==> src/hw/rtl/bcds_pkg.sv <==
`timescale 1ns / 1ps

package bcds_pkg;

    localparam int BCDS_SAMPLE_BITS   = 16;
    localparam int BCDS_FRACTION_BITS = 8;

    // bit depth and hold length limits
    localparam logic [4:0] CRUSH_MAX = 5'd16;
    localparam logic [4:0] HOLD_MAX  = 5'd30;

    localparam int CFG_INDEX_BITS = 3;

    typedef enum logic [CFG_INDEX_BITS-1:0] {
        CFG_CRUSH_BITS    = 3'd0,
        CFG_CRUSH_FRACTION = 3'd1,
        CFG_HOLD_LENGTH   = 3'd2,
        CFG_HOLD_FRACTION = 3'd3,
        CFG_WET_AMOUNT    = 3'd4
    } t_cfg_idx;

    typedef enum logic [3:0] {
        ST_IDLE,
        ST_CRUSH_L,
        ST_CRUSH_R,
        ST_WET_L,
        ST_WET_R,
        ST_HOLD_L,
        ST_HOLD_R,
        ST_HOLD_FIN,
        ST_DONE
    } t_state;

endpackage

==> src/hw/rtl/bcds_quant.sv <==
`timescale 1ns / 1ps

module bcds_quant #(
    parameter int SAMPLE_BITS = bcds_pkg::BCDS_SAMPLE_BITS
) (
    input  logic signed [SAMPLE_BITS-1:0] i_x,
    input  logic        [4:0]             i_levels_log2,
    output logic signed [SAMPLE_BITS-1:0] o_q
);
    import bcds_pkg::*;

    logic        [SAMPLE_BITS-1:0] mag;
    logic        [SAMPLE_BITS-1:0] mask;
    logic        [SAMPLE_BITS-1:0] mag_q;
    logic signed [6:0]             sh;

    // magnitude of the most negative sample still fits unsigned
    assign mag = i_x[SAMPLE_BITS-1] ? SAMPLE_BITS'(-i_x) : SAMPLE_BITS'(i_x);
    assign sh  = $signed(7'(SAMPLE_BITS - 1)) - $signed({2'b00, i_levels_log2});

    always_comb begin
        if (sh > 7'sd0) begin
            mask = {SAMPLE_BITS{1'b1}} << sh[4:0];
        end else begin
            mask = {SAMPLE_BITS{1'b1}};
        end
    end

    assign mag_q = mag & mask;
    assign o_q   = i_x[SAMPLE_BITS-1] ? $signed(-mag_q) : $signed(mag_q);

endmodule

==> src/hw/rtl/bcds_blend.sv <==
`timescale 1ns / 1ps

module bcds_blend #(
    parameter int SAMPLE_BITS   = bcds_pkg::BCDS_SAMPLE_BITS,
    parameter int FRACTION_BITS = bcds_pkg::BCDS_FRACTION_BITS
) (
    input  logic                          i_clk,
    input  logic                          i_start,
    input  logic signed [SAMPLE_BITS-1:0] i_a,
    input  logic signed [SAMPLE_BITS-1:0] i_b,
    input  logic        [FRACTION_BITS:0] i_w,
    output logic signed [SAMPLE_BITS-1:0] o_res
);
    import bcds_pkg::*;

    localparam int PW = SAMPLE_BITS + FRACTION_BITS + 3;
    localparam int QW = PW - FRACTION_BITS + 1;
    localparam logic signed [PW:0]   HALF = (PW+1)'(1) <<< (FRACTION_BITS - 1);
    localparam logic signed [QW-1:0] QMAX = QW'((64'sd1 <<< (SAMPLE_BITS - 1)) - 64'sd1);
    localparam logic signed [QW-1:0] QMIN = ~QMAX;

    logic signed [SAMPLE_BITS:0]     diff;
    logic signed [FRACTION_BITS+1:0] w_s;
    logic signed [PW-1:0]            n_prod;
    logic signed [PW-1:0]            r_prod;
    logic signed [SAMPLE_BITS-1:0]   r_b;
    logic signed [PW:0]              sum;
    logic signed [QW-1:0]            q;

    // a*w + b*(one-w) = b*one + (a-b)*w
    assign diff   = (SAMPLE_BITS+1)'(i_a) - (SAMPLE_BITS+1)'(i_b);
    assign w_s    = $signed({1'b0, i_w});
    assign n_prod = diff * w_s;

    always_ff @(posedge i_clk) begin
        if (i_start) begin
            r_prod <= n_prod;
            r_b    <= i_b;
        end
    end

    assign sum = ((PW+1)'(r_b) <<< FRACTION_BITS) + (PW+1)'(r_prod) + HALF;
    assign q   = sum[PW:FRACTION_BITS];

    always_comb begin
        priority if (q > QMAX) begin
            o_res = QMAX[SAMPLE_BITS-1:0];
        end else if (q < QMIN) begin
            o_res = QMIN[SAMPLE_BITS-1:0];
        end else begin
            o_res = q[SAMPLE_BITS-1:0];
        end
    end

endmodule

==> src/hw/rtl/bitcrush_downsample.sv <==
`timescale 1ns / 1ps

// stereo bit crusher with sample-hold rate reduction
// input channel: i_in_valid / o_in_ready, one stereo pair per item (q1.15)
// output channel: o_out_valid / i_out_ready, one stereo pair per input item
// config: i_cfg_we writes i_cfg_data into register i_cfg_index,
//   indexes 0..4 are crush bits, crush fraction, hold length, hold fraction,
//   wet amount; other indexes are ignored. write only while the block is idle
// each item runs its weighted blends (crush and wet per channel, plus hold
//   per channel off the take slot) through one shared multiplier, the two
//   channels interleaved; the block takes no new item until the last one
//   has reached the output register
// o_out_valid rises once ST_DONE loads the output register, after the crush,
//   wet and, off the take slot, hold states
// results sit in an output register; a new item is accepted while the last
//   result waits, but the block holds its next result until that one is taken
// reset clears the hold counter and both held pairs, and loads the config
//   defaults: 16 bits, crush fraction 0, hold length 1, hold fraction 0,
//   fully wet
module bitcrush_downsample #(
    parameter int SAMPLE_BITS   = bcds_pkg::BCDS_SAMPLE_BITS,
    parameter int FRACTION_BITS = bcds_pkg::BCDS_FRACTION_BITS
) (
    input  logic                                   i_clk,
    input  logic                                   i_rst_n,
    input  logic                                   i_in_valid,
    output logic                                   o_in_ready,
    input  logic signed [SAMPLE_BITS-1:0]          i_left_in,
    input  logic signed [SAMPLE_BITS-1:0]          i_right_in,
    output logic                                   o_out_valid,
    input  logic                                   i_out_ready,
    output logic signed [SAMPLE_BITS-1:0]          o_left_out,
    output logic signed [SAMPLE_BITS-1:0]          o_right_out,
    input  logic                                   i_cfg_we,
    input  logic        [bcds_pkg::CFG_INDEX_BITS-1:0] i_cfg_index,
    input  logic        [FRACTION_BITS:0]          i_cfg_data
);
    import bcds_pkg::*;

    localparam logic [FRACTION_BITS:0] ONE = (FRACTION_BITS+1)'(1) << FRACTION_BITS;

    // configuration
    logic [4:0]               r_crush_bits;
    logic [FRACTION_BITS-1:0] r_crush_frac;
    logic [4:0]               r_hold_len;
    logic [FRACTION_BITS-1:0] r_hold_frac;
    logic [FRACTION_BITS:0]   r_wet;

    logic [4:0]             bits_eff;
    logic [4:0]             hold_eff;
    logic [FRACTION_BITS:0] wet_eff;

    t_state r_state, n_state;

    logic signed [SAMPLE_BITS-1:0] r_x     [2];
    logic signed [SAMPLE_BITS-1:0] n_x     [2];
    logic signed [SAMPLE_BITS-1:0] r_cr    [2];
    logic signed [SAMPLE_BITS-1:0] n_cr    [2];
    logic signed [SAMPLE_BITS-1:0] r_m     [2];
    logic signed [SAMPLE_BITS-1:0] n_m     [2];
    logic signed [SAMPLE_BITS-1:0] r_h     [2];
    logic signed [SAMPLE_BITS-1:0] n_h     [2];
    logic signed [SAMPLE_BITS-1:0] r_newer [2];
    logic signed [SAMPLE_BITS-1:0] n_newer [2];
    logic signed [SAMPLE_BITS-1:0] r_older [2];
    logic signed [SAMPLE_BITS-1:0] n_older [2];
    logic signed [SAMPLE_BITS-1:0] r_out   [2];
    logic signed [SAMPLE_BITS-1:0] n_out   [2];
    logic                          r_out_valid, n_out_valid;
    logic                          r_take, n_take;
    logic                          r_upd, n_upd;
    logic [4:0]                    r_skip, n_skip;

    logic                          in_accept;
    logic signed [SAMPLE_BITS-1:0] ch_x;
    logic signed [SAMPLE_BITS-1:0] q_coarse;
    logic signed [SAMPLE_BITS-1:0] q_fine;
    logic                          bl_start;
    logic signed [SAMPLE_BITS-1:0] bl_a;
    logic signed [SAMPLE_BITS-1:0] bl_b;
    logic        [FRACTION_BITS:0] bl_w;
    logic signed [SAMPLE_BITS-1:0] bl_res;

    always_ff @(posedge i_clk) begin
        if (!i_rst_n) begin
            r_crush_bits <= CRUSH_MAX;
            r_crush_frac <= '0;
            r_hold_len   <= 5'd1;
            r_hold_frac  <= '0;
            r_wet        <= ONE;
        end else if (i_cfg_we) begin
            unique case (i_cfg_index)
                CFG_CRUSH_BITS:     r_crush_bits <= i_cfg_data[4:0];
                CFG_CRUSH_FRACTION: r_crush_frac <= i_cfg_data[FRACTION_BITS-1:0];
                CFG_HOLD_LENGTH:    r_hold_len   <= i_cfg_data[4:0];
                CFG_HOLD_FRACTION:  r_hold_frac  <= i_cfg_data[FRACTION_BITS-1:0];
                CFG_WET_AMOUNT:     r_wet        <= i_cfg_data;
                default: ;
            endcase
        end
    end

    // out-of-range settings fold onto the nearest legal value
    always_comb begin
        priority if (r_crush_bits == 5'd0) begin
            bits_eff = 5'd1;
        end else if (r_crush_bits > CRUSH_MAX) begin
            bits_eff = CRUSH_MAX;
        end else begin
            bits_eff = r_crush_bits;
        end
        priority if (r_hold_len == 5'd0) begin
            hold_eff = 5'd1;
        end else if (r_hold_len > HOLD_MAX) begin
            hold_eff = HOLD_MAX;
        end else begin
            hold_eff = r_hold_len;
        end
        wet_eff = (r_wet > ONE) ? ONE : r_wet;
    end

    assign ch_x = (r_state == ST_CRUSH_R) ? r_x[1] : r_x[0];

    bcds_quant #(.SAMPLE_BITS(SAMPLE_BITS)) u_quant_coarse (
        .i_x           (ch_x),
        .i_levels_log2 (bits_eff - 5'd1),
        .o_q           (q_coarse)
    );

    bcds_quant #(.SAMPLE_BITS(SAMPLE_BITS)) u_quant_fine (
        .i_x           (ch_x),
        .i_levels_log2 (bits_eff),
        .o_q           (q_fine)
    );

    bcds_blend #(
        .SAMPLE_BITS   (SAMPLE_BITS),
        .FRACTION_BITS (FRACTION_BITS)
    ) u_blend (
        .i_clk   (i_clk),
        .i_start (bl_start),
        .i_a     (bl_a),
        .i_b     (bl_b),
        .i_w     (bl_w),
        .o_res   (bl_res)
    );

    assign in_accept = i_in_valid && o_in_ready;

    always_ff @(posedge i_clk) begin
        if (!i_rst_n) begin
            r_state     <= ST_IDLE;
            r_out_valid <= 1'b0;
            r_skip      <= '0;
            r_take      <= 1'b0;
            r_upd       <= 1'b0;
            r_newer     <= '{default: '0};
            r_older     <= '{default: '0};
        end else begin
            r_state     <= n_state;
            r_out_valid <= n_out_valid;
            r_skip      <= n_skip;
            r_take      <= n_take;
            r_upd       <= n_upd;
            r_newer     <= n_newer;
            r_older     <= n_older;
        end
    end

    always_ff @(posedge i_clk) begin
        r_x   <= n_x;
        r_cr  <= n_cr;
        r_m   <= n_m;
        r_h   <= n_h;
        r_out <= n_out;
    end

    always_comb begin
        n_state     = r_state;
        n_x         = r_x;
        n_cr        = r_cr;
        n_m         = r_m;
        n_h         = r_h;
        n_newer     = r_newer;
        n_older     = r_older;
        n_out       = r_out;
        n_take      = r_take;
        n_upd       = r_upd;
        n_skip      = r_skip;
        n_out_valid = r_out_valid && !i_out_ready;
        o_in_ready  = 1'b0;
        bl_start    = 1'b0;
        bl_a        = q_coarse;
        bl_b        = q_fine;
        bl_w        = {1'b0, r_crush_frac};

        unique case (r_state)
            ST_IDLE: begin
                o_in_ready = 1'b1;
                if (i_in_valid) begin
                    n_x[0] = i_left_in;
                    n_x[1] = i_right_in;
                    // take when skip >= d-1, refresh older when skip >= d-2
                    n_take = ({1'b0, r_skip} + 6'd1) >= {1'b0, hold_eff};
                    n_upd  = ({1'b0, r_skip} + 6'd2) >= {1'b0, hold_eff};
                    n_skip = n_take ? 5'd0 : r_skip + 5'd1;
                    n_state = ST_CRUSH_L;
                end
            end
            ST_CRUSH_L: begin
                bl_start = 1'b1;
                n_state  = ST_CRUSH_R;
            end
            ST_CRUSH_R: begin
                n_cr[0]  = bl_res;
                bl_start = 1'b1;
                n_state  = ST_WET_L;
            end
            ST_WET_L: begin
                n_cr[1]  = bl_res;
                bl_start = 1'b1;
                bl_a     = r_cr[0];
                bl_b     = r_x[0];
                bl_w     = wet_eff;
                n_state  = ST_WET_R;
            end
            ST_WET_R: begin
                n_m[0]   = bl_res;
                bl_start = 1'b1;
                bl_a     = r_cr[1];
                bl_b     = r_x[1];
                bl_w     = wet_eff;
                n_state  = ST_HOLD_L;
            end
            ST_HOLD_L: begin
                n_m[1] = bl_res;
                if (r_take) begin
                    n_state = ST_DONE;
                end else begin
                    bl_start = 1'b1;
                    bl_a     = r_upd ? r_m[0] : r_older[0];
                    bl_b     = r_newer[0];
                    bl_w     = {1'b0, r_hold_frac};
                    if (r_upd) begin
                        n_older[0] = r_m[0];
                    end
                    n_state = ST_HOLD_R;
                end
            end
            ST_HOLD_R: begin
                n_h[0]   = bl_res;
                bl_start = 1'b1;
                bl_a     = r_upd ? r_m[1] : r_older[1];
                bl_b     = r_newer[1];
                bl_w     = {1'b0, r_hold_frac};
                if (r_upd) begin
                    n_older[1] = r_m[1];
                end
                n_state = ST_HOLD_FIN;
            end
            ST_HOLD_FIN: begin
                n_h[1]  = bl_res;
                n_state = ST_DONE;
            end
            ST_DONE: begin
                // wait for the previous result to leave
                if (!r_out_valid || i_out_ready) begin
                    n_out       = r_take ? r_m : r_h;
                    n_out_valid = 1'b1;
                    if (r_take) begin
                        n_newer = r_m;
                    end
                    n_state = ST_IDLE;
                end
            end
            default: begin
                n_state = ST_IDLE;
            end
        endcase
    end

    assign o_out_valid = r_out_valid;
    assign o_left_out  = r_out[0];
    assign o_right_out = r_out[1];

    a_accept_starts_work: assert property (@(posedge i_clk) disable iff (!i_rst_n)
        in_accept |=> (r_state == ST_CRUSH_L) && !o_in_ready)
        else $error("accepted item did not start the sequencer");

    a_result_from_done: assert property (@(posedge i_clk) disable iff (!i_rst_n)
        $rose(o_out_valid) |-> $past(r_state) == ST_DONE)
        else $error("result appeared outside the finishing step");

    a_skip_bounded: assert property (@(posedge i_clk) disable iff (!i_rst_n)
        r_skip < HOLD_MAX)
        else $error("hold counter ran past the longest hold");

    a_take_refreshes: assert property (@(posedge i_clk) disable iff (!i_rst_n)
        (r_state != ST_IDLE) && r_take |-> r_upd)
        else $error("take slot without older hold refresh condition");

endmodule

==> config.mk <==
export PLATFORM = sky130hd
export DESIGN_NAME = bitcrush_downsample
export DESIGN_NICKNAME = d
export VERILOG_FILES = /design/src/hw/rtl/bcds_pkg.sv /design/src/hw/rtl/bcds_quant.sv /design/src/hw/rtl/bcds_blend.sv /design/src/hw/rtl/bitcrush_downsample.sv
export SDC_FILE = /design/constraint.sdc
export NUM_CORES = 1
export LEC_CHECK = 0
export CORE_MARGIN = 4
export CORE_UTILIZATION = 29
export CTS_BUF_LIST = sky130_fd_sc_hd__clkbuf_8
export CTS_CLUSTER_SIZE = 25
export DETAILED_ROUTE_END_ITERATION = 10
export DONT_BUFFER_PORTS = 1
export PLACE_DENSITY = 0.53
export SLEW_MARGIN = 30
export SYNTH_ARGS = -nofsm -noshare
export SYNTH_HDL_FRONTEND = slang
export SYNTH_HIERARCHICAL = 1
export SYNTH_SLANG_ARGS = --single-unit
==> constraint.sdc <==
create_clock -name i_clk -period 23.9 [get_ports i_clk]
set_input_delay 2.39 -clock i_clk [delete_from_list [all_inputs] [get_ports i_clk]]
set_output_delay 2.39 -clock i_clk [all_outputs]
set_load 0.005 [all_outputs]
==> results of run 1 <==
==> metrics by stage <==
stage | cells | total power, mW | util (%) | instance area (um2) | hold WS [ps]
after global placement | 3154 | 1.55 | 30.4 | 23100 | 437
after detailed placement | 3154 | 1.57 | 30.4 | 23100 | 444
after global routing | 3251 | 2.14 | 31.7 | 24100 | 466
after floorplan | 2216 | 1.27 | - | 22300 | 431
after CTS | 3250 | 2.02 | 31.7 | 24100 | 453
final | 3251 | 2.01 | 31.7 | 24100 | 454
==> kinds of logic after synthesis <==
logic type      synth area share, %
fa+ha+maj                      17.9
mux                            5.33
compound gates                 14.7
simple gates                   15.8
xor+xnor                       3.72
buf+inv                        6.18
flops                          36.4
==> metal layers <==
metal  vias up  GRT usage, %  routed length, um
met2       478          24.4              28900
met1      7986          20.7              28400
met4         2          5.35               2130
li1       7630             -                  -
met5         -             0                 13
met3        95          2.61               3740
==> cell usage in the layout, fill, tap and decap left out, drive strengths merged, types with 7 or more instances in the layout <==
master / instances
a22oi: 9
nor2: 84
o31ai: 11
a21o: 25
or2: 12
clkinv: 7
nor4: 9
nand2b: 21
xor2: 31
o21ai: 67
edfxtp: 196
nor3: 28
nor2b: 36
clkbuf: 56
and3: 10
nand2: 351
a221o: 32
or3: 9
o21a: 12
a21oi: 61
a21boi: 96
a31oi: 17
o211ai: 8
o41ai: 11
mux2: 70
dfxtp: 111
inv: 235
ha: 111
o31a: 8
nand3: 43
and2: 86
buf: 17
mux2i: 40
a222oi: 16
fa: 130
or4: 11
xnor2: 63
==> cell type report <==
cell class / instances / share of cell area (%)
timing repair buffer: 17 / 0.581
sequential: 307 / 33.6
tap: 1030 / 5.34
inverter: 204 / 3.20
multi-input combinational: 1597 / 53.3
clock buffer: 56 / 3.19
clock inverter: 40 / 0.746
==> power by group <==
part	total (mW)	leakage [nW]	switching (mW)	internal, mW
clock	0.439	0.593	0.222	0.217
sequential	0.672	2.69	0.0204	0.652
combinational	0.894	6.36	0.604	0.290
==> final timing paths <==
| kind | from | to | slack [ps] | depth (start not counted) |
|---|---|---|---|---|
| worst max-delay path | r_state[1] | u_blend/r_prod[26] | 11870 | 36 |
| worst min-delay path | r_older[20] | r_older[20] | 450 | 2 |
| worst max register to register | r_state[1] | u_blend/r_prod[26] | 11870 | 36 |
| worst min register to register | r_older[20] | r_older[20] | 450 | 2 |
==> flip-flops by register name (all words and copies together), names as in the netlist <==
register,flops
o_left_out,16
o_out_valid,1
o_right_out,16
r_cr,32
r_crush_bits,5
r_crush_frac,8
r_h,32
r_hold_frac,8
r_hold_len,5
r_m,32
r_newer,32
r_older,32
r_skip,5
r_state,4
r_take,1
r_upd,1
r_wet,9
r_x,32
u_blend/r_b,16
u_blend/r_prod,20
==> worst min-delay path: cells and delay by family, from the launching register on <==
kind / cells / cell delay, ps
flip-flops: 1 / 310
AO/OA/AOI/OAI: 1 / 50
AND/OR/NAND/NOR: 1 / 50
==> flow_metrics.tcl, run 1 <==
set metrics [dict create \
    first_pass_iters 7 \
    outcome "completed" \
    syn2layout_area_growth_pct 8.22 \
    irDropWorstVdd_uv 56.2 \
    drt-initial-drc-count 1328 \
    syn_area_um2 22300 \
    syn_inst 2216 \
    critical_path.top_delay_family "compound AO/OA/AOI/OAI gates" \
    post-dp-hpwl_um 47200 \
    wire_per_inst_um 19.4 \
    post-route-drc-count 0 \
    fill_cells 7875 \
    end_kind "flop" \
    criticalPathCategory "reg -> reg" \
    cts_tree "built" \
    cap_violations 0 \
    htreeDepth 2 \
    n_antenna_cell 0 \
    crit_slowest_cell "dfxtp_1" \
    cts_buffers 51 \
    finalCritPeriodShare_pct 50.3 \
    overflow 0 \
    power.leakage_nw 9.64 \
    cts_resized 0 \
    vias 16191 \
    antenna_found_initial 2 \
    finalWorstSetupSlack_ps 11870 \
    synth_seq_area_share_pct 36.4 \
    setup_viol 0 \
    arrival_ps 12400 \
    hold_class "reg -> reg" \
    clkLatencyLatePin_ps 640 \
    yosysTopAreaCellShare_pct 26.4 \
    grt_pass1_vias 16080 \
    async_flop_share_pct 0 \
    required_ps 24270 \
    hold_buffers 0 \
    grt_max_degree 112 \
    critPathLaunchType "flop" \
    rsz0062_at_grt "false" \
    grt_pass1_wl_um 97300 \
    worst-slew-pin-transition_ps 944 \
    track_usage_pct 15.2 \
    dieArea_um2 81400 \
    vias_per_cell 4.98 \
    cp_max_fo 32 \
    clock_path_buffers 3 \
    fin_skew_ps 26.1 \
    post_cts_buffers 0 \
    relSlewSlack_pct 36.4 \
    synth_common_cells "nand2_1, inv_1, edfxtp_1, fa_1" \
    avgSynthCellArea_um2 10.1 \
    synth_seq_cells 307 \
    die-height_um 285 \
    pre_cts_ws_ps 11860 \
    regArea_um2 8110 \
    syn_nets 2506 \
    die_x_um 285 \
    design.core.area_um2 76100 \
    routabilityCongestion 0.904 \
    cts.reportedPaths.clkPinSlew_ps 60 \
    root_buffer "clkbuf_8" \
    port_buffers 0 \
    rows 101 \
    powerDensity_nw_per_um2 83.1 \
    initial_utilization_pct 29.3 \
    cpMostUsedCell "fa_1" \
    multi_input_area_um2 12900 \
    drt.antenna.violating_nets 0 \
    yosysMostFrequentCell "nand2_1" \
    period_needed_ps 12030 \
    max_stage_delay_ps 740 \
    hold_viol_final 0 \
    wl_um 63100 \
    cts.sinks 307 \
    ios 83 \
    synth_flop_cell "edfxtp_1" \
    yosysWarningCount 6 \
    slew_violations 0 \
    synth_top_area_cell "edfxtp_1" \
    synth_edf_count 196 \
    fin_nets 2468 \
    yosys.cell_types.count 94 \
    drive_gt1_share_pct 9.64 \
    synth_area_leaders "edfxtp_1, fa_1, dfxtp_1" \
    path_buf_inv 4 \
    fmax_mhz 83.1 \
    fin_tns_setup_ps 0 \
]
Power figures use the tool's default switching activity.
==> run 2: changes to the inputs <==
PLACE_DENSITY = 0.54   (was 0.53)
clock period = 9.95 ns   (was 23.9 ns; I/O delays follow)
==> run 2 against run 1 <==
  * Clock power rose to 2.6 times the previous value
  * Critical path depth decreased by 1
  * Clock skew about the same
  * Hold slack worse by 16 ps
  * Design area increased by 11%
  * Total power rose to 2.9 times the previous value
  * Global-route usage is 0.57 points higher
  * Sequential cell count unchanged
  * Cell count rose by 7.4%
==> flow_metrics.tcl, run 2 (synthesis results as in run 1) <==
set metrics [dict create \
    outcome "completed" \
    fin_skew_ps 26.1 \
    dp.cells 3350 \
    routabilityCongestion 0.915 \
    syn2layout_area_growth_pct 20.0 \
    arrival_ps 10310 \
    irDropWorstVdd_uv 183 \
    first_pass_iters 9 \
    post-route-drc-count 0 \
    hold_class "in -> reg" \
    drt.antenna.violating_nets 0 \
    met3_usage_pct 2.15 \
    hold_buffers 0 \
    grt_util_met1_pct 21.8 \
    antenna_found_initial 0 \
    worst-slew-pin-transition_ps 975 \
    busiest_layer "met2" \
    pre_cts_ws_ps -403 \
    clkLatencyLatePin_ps 660 \
    combPwrFrac_pct 51.6 \
    finalWorstSetupSlack_ps 46.6 \
    max_stage_delay_ps 560 \
    crit_slowest_cell "or4_4" \
    hold_viol_final 0 \
    relSlewSlack_pct 34.9 \
    required_ps 10350 \
    root_buffer "clkbuf_8" \
    cts_tree "built" \
    powerDensity_nw_per_um2 214 \
    grt_max_degree 112 \
    die-height_um 285 \
    post-dp-hpwl_um 49400 \
    wl_um 65700 \
    cp_max_fo 6 \
    design.core.area_um2 76100 \
    layout_common_cells "nand2_1, buf_4, inv_1, edfxtp_1, fa_1" \
    vias 17240 \
    p_int_mw 3.42 \
    clock_path_buffers 3 \
    drive_gt1_share_pct 23.1 \
    pwr-share-clk_pct 20.2 \
    grt_pass1_vias 17267 \
    cts.reportedPaths.clkPinSlew_ps 60 \
    ios 83 \
    slew_violations 0 \
    setup_viol 0 \
    rows 101 \
    holdWs_ps 438 \
    fmax_mhz 101 \
    cpMostUsedCell "fa_1" \
    drt-initial-drc-count 1234 \
    htreeDepth 2 \
    vias_per_cell 4.94 \
    die_x_um 285 \
    critPathLaunchType "flop" \
    criticalPathCategory "reg -> reg" \
    overflow 0 \
    wire_per_inst_um 18.8 \
    power.leakage_nw 11.0 \
    grt_pass1_wl_um 102000 \
    period_needed_ps 9900 \
    initial_utilization_pct 29.3 \
    met2_usage_pct 26.0 \
    pwr-share-seq_pct 28.2 \
    p_sw_share_pct 40.1 \
    dieArea_um2 81400 \
    fin_tns_setup_ps 0 \
    port_buffers 0 \
    p_sw_mw 2.29 \
    r2r_setup_slack_ps 50 \
    finalCritPeriodShare_pct 99.5 \
    cap_violations 0 \
    cts_buffers 54 \
    stdcell_count 3490 \
    final_common_cell "nand2_1" \
    track_usage_pct 15.8 \
    fin_nets 2703 \
    rsz0062_at_grt "true" \
    end_kind "flop" \
    cts.sinks 307 \
]
run 2: changes by cell type in the layout (fill, tap and decap cells not counted), moves of 9 or more:
cell | previous run | this run
buf_4 | 16 | 231
buf_6 | 0 | 15
ha_1 | 111 | 99
ha_4 | 0 | 9
inv_1 | 230 | 210
mux2_2 | 57 | 46
mux2_4 | 0 | 11
mux2i_1 | 40 | 31
nand2_1 | 339 | 329
o21ai_0 | 49 | 40
run 2: metal layers:
metal,vias to the layer above,wire (um)
met5,-,0
met4,0,1540
met3,87,3200
met2,459,31000
met1,8605,29900
li1,8089,-
run 2: metrics by stage:
step	total power [mW]	util (%)	area [um2]
after floorplan	3.06	-	22400
after global placement	4.18	32.5	24700
after detailed placement	4.24	32.5	24700
after CTS	5.49	34.3	26100
after global routing	6.06	35.2	26800
final	5.72	35.2	26800
run 2: layout make-up:
cell class | count | area [um2]
fill | 7683 | 49300
multi-input combinational | 1597 | 13600
sequential | 307 | 8110
timing repair buffer | 249 | 1950
tap | 1030 | 1290
clock buffer | 58 | 798
inverter | 204 | 771
clock inverter | 43 | 254
antenna | 2 | 5.00
run 2: critical path: cells and delay by family, from the launching register on:
family | cells | cell delay (ps)
multiplexers | 4 | 950
AO/OA/AOI/OAI | 12 | 2900
buffers and inverters | 4 | 270
flip-flops | 1 | 330
XOR/XNOR | 2 | 220
AND/OR/NAND/NOR | 6 | 2010
adder cells (fa/ha/maj) | 7 | 2980
run 2: power by group through the flow:
stage / Sequential (mW) / Clock [mW] / Combinational (mW)
floorplan: 1.61 / 0 / 1.45
global placement: 1.64 / 0 / 2.54
detailed placement: 1.64 / 0 / 2.60
CTS: 1.61 / 1.19 / 2.69
global route: 1.62 / 1.25 / 3.19
finish: 1.61 / 1.16 / 2.95
run 2: worst paths after layout:
check,end,start,cells past startpoint
setup / recovery,u_blend/r_prod[26],r_state[1],35
hold / removal,r_x[15],i_right_in[15],0
setup reg to reg,u_blend/r_prod[26],r_state[1],35
hold reg to reg,r_older[26],r_older[26],2
run 2: what timing repair did:
| item | 4_1_cts | 5_1_grt |
|---|---|---|
| endpoints found under the setup margin | 10 | 14 |
| setup buffers | 12 | 26 |
| cloned | 0 | 1 |
| gates resized for setup | 46 | 114 |
| pin swaps | 30 | 91 |
==> run 3: changes to the inputs <==
SYNTH_HIERARCHICAL = not set   (was 1)
==> run 3 against run 2 <==
  * Sequential share of layout area is 1.0 points higher
  * Largest cell class unchanged
  * Synthesized cell count is 2.4% lower
  * Critical path depth is 5 higher
  * Sequential cell count stayed put
  * Critical endpoint is now u_blend.r_prod[25]
==> flow_metrics.tcl, run 3 <==
set metrics [dict create \
    outcome "completed" \
    synth_compound_area_share_pct 14.3 \
    slew_violations 0 \
    grt_pass1_vias 16903 \
    hold_class "in -> reg" \
    synth_edf_count 196 \
    yosysMostFrequentCell "nand2_1" \
    power.leakage_nw 10.6 \
    synthAdderAreaFrac_pct 18.5 \
    p_sw_mw 2.19 \
    htreeDepth 2 \
    hold_viol_final 0 \
    hold_buffers 0 \
    yosysWarningCount 0 \
    synth_mux_area_share_pct 5.29 \
    synth_top_family_by_area "adder cells" \
    setup_viol 0 \
    max_stage_delay_ps 650 \
    design.core.area_um2 73200 \
    avgSynthCellArea_um2 9.95 \
    drive_gt1_share_pct 20.8 \
    fin_nets 2642 \
    vias_per_cell 5.07 \
    synth-simple-area-share_pct 15.2 \
    routabilityCongestion 0.938 \
    hold_depth 0 \
    end_kind "flop" \
    cap_violations 0 \
    die_x_um 280 \
    syn_nets 2453 \
    holdWs_ps 418 \
    track_usage_pct 17.2 \
    cts_tree "built" \
    cts_buffers 54 \
    yosysTopAreaCellShare_pct 27.4 \
    yosys.cell_types.count 97 \
    antenna_found_initial 3 \
    reg2reg_from "r_state[3]" \
    p_int_mw 3.36 \
    fin_tns_setup_ps 0 \
    crit_slowest_cell "or4b_4" \
    syn_area_um2 21500 \
    port_buffers 0 \
    finalCritPeriodShare_pct 97.6 \
    post-route-drc-count 0 \
    reg2reg_depth 40 \
    post-dp-hpwl_um 52700 \
    irDropWorstVdd_uv 144 \
    rows 99 \
    synth_seq_cells 307 \
    hp-start "i_right_in[4]" \
    synth_common_cells "nand2_1, edfxtp_1, inv_1, nor2_1, fa_1" \
    whs_endpoint "r_x[4]" \
    synth_area_leaders "edfxtp_1, fa_1, dfxtp_1" \
    cts.sinks 307 \
    combPwrFrac_pct 49.3 \
    wire_per_inst_um 20.5 \
    wl_um 68800 \
    fmax_mhz 103 \
    pwr-share-seq_pct 28.9 \
    first_pass_iters 8 \
    syn_inst 2162 \
    final_common_cell "nand2_1" \
    rr_endpoint "u_blend.r_prod[25]" \
    synthXorXnorAreaFrac_pct 4.17 \
    relSlewSlack_pct 37.5 \
    dieArea_um2 78600 \
    pwr-share-clk_pct 21.7 \
    synth_top_area_cell "edfxtp_1" \
    root_buffer "clkbuf_8" \
    synth_seq_area_share_pct 37.7 \
    period_needed_ps 9710 \
    r2r_setup_slack_ps 240 \
    grt_max_degree 110 \
    criticalPathCategory "reg -> reg" \
    cts.reportedPaths.clkPinSlew_ps 60 \
    async_flop_share_pct 0 \
    layout_common_cells "nand2_1, buf_4, inv_1, edfxtp_1, nor2_1" \
    cpMostUsedCell "fa_1" \
    vias 17017 \
    clkLatencyLatePin_ps 670 \
    syn2layout_area_growth_pct 20.5 \
    drt.antenna.violating_nets 0 \
    cp_max_fo 5 \
    place_area_um2 24000 \
    synth_flop_cell "edfxtp_1" \
    required_ps 10360 \
    rsz0062_at_grt "true" \
    fin_skew_ps 52.9 \
    arrival_ps 10120 \
    powerDensity_nw_per_um2 214 \
    critPathLaunchType "flop" \
    worst-slew-pin-transition_ps 938 \
    p_sw_share_pct 39.5 \
    ios 83 \
    die-height_um 280 \
    finalInstanceArea_um2 25900 \
    grt_pass1_wl_um 104000 \
    drt-initial-drc-count 1338 \
    clock_path_buffers 3 \
    overflow 0 \
    initial_utilization_pct 29.4 \
]
run 3: changes by cell type after synthesis, moves of 23 or more:
| cell | before | now |
|---|---|---|
| and2_1 | 86 | 16 |
| buf_2 | 31 | 2 |
| a21boi_0 | 37 | 84 |
| nor2_1 | 83 | 153 |
| a221o_1 | 32 | 7 |
| clkbuf_1 | 54 | 77 |
| a21boi_1 | 49 | 0 |
run 3: power by group through the flow:
stage | Combinational (mW) | Clock, mW | Sequential [mW]
3_5_place_dp | 2.49 | 0 | 1.63
6_report | 2.74 | 1.21 | 1.61
2_1_floorplan | 1.45 | 0 | 1.60
5_1_grt | 3.00 | 1.30 | 1.61
4_1_cts | 2.55 | 1.25 | 1.60
3_3_place_gp | 2.47 | 0 | 1.63
run 3: what timing repair did:
item / 4_1_cts / 5_1_grt
gates resized for setup: 29 / 108
endpoints found under the setup margin: 12 / 12
buffers inserted: 4 / 17
cloned: 0 / 1
pin swaps: 6 / 58
run 3: area by class of cell:
type,instances,area (um2)
tap,959,1200
clock buffer,61,840
timing repair buffer,224,1730
antenna,3,7.51
sequential,307,8120
multi-input combinational,1581,13100
clock inverter,41,274
fill,7372,47300
inverter,183,687
run 3: critical path, delay by kind of cell (launching register included):
family	cells	cell delay [ps]
AOI/OAI and AO/OA	15	2570
xor gates and xnor gates	2	390
buffers and inverters	7	770
muxes	1	290
adders and majority gates	9	3450
DFF	1	350
and+or+nand+nor	6	1650
run 3: per-stage QoR:
step                      setup WS (ps)  cells  total power [mW]  util, %
final                               237   3359              5.55     35.4
after global placement             -391   3233              4.10     32.8
after detailed placement           -543   3233              4.12     32.8
after floorplan                   -42.1   2162              3.05        -
after CTS                          18.0   3339              5.40     34.5
after global routing              -68.3   3357              5.90     35.4
run 3: per-layer routing:
| metal | track usage, % | wire [um] | vias to the layer above |
|---|---|---|---|
| li1 | - | - | 7956 |
| met1 | 24.5 | 32100 | 8495 |
| met2 | 27.0 | 30900 | 478 |
| met3 | 3.30 | 4310 | 86 |
| met4 | 3.98 | 1540 | 2 |
| met5 | 0 | 15 | - |
run 3: cells by family after synthesis:
kind of cell / Yosys count
buffers and inverters: 275
AO/OA/AOI/OAI: 423
AND/OR/NAND/NOR: 712
adder cells (fa/ha/maj): 242
XOR/XNOR: 100
multiplexers: 103
flip-flops: 307
run 3: worst max-delay path by stage:
| stage | start | endpoint | slack, ps | cells after the start |
|---|---|---|---|---|
| 6_report | r_state[3] | u_blend.r_prod[25] | 240 | 40 |
| 5_1_grt | r_state[3] | u_blend.r_prod[20] | -70 | 39 |
| 4_1_cts | r_state[0] | u_blend.r_prod[26] | 20 | 41 |
| 3_5_place_dp | r_state[0] | u_blend.r_prod[26] | -540 | 40 |
| 3_3_place_gp | r_state[0] | u_blend.r_prod[26] | -390 | 40 |
| 2_1_floorplan | r_state[1] | u_blend.r_prod[22] | -40 | 42 |
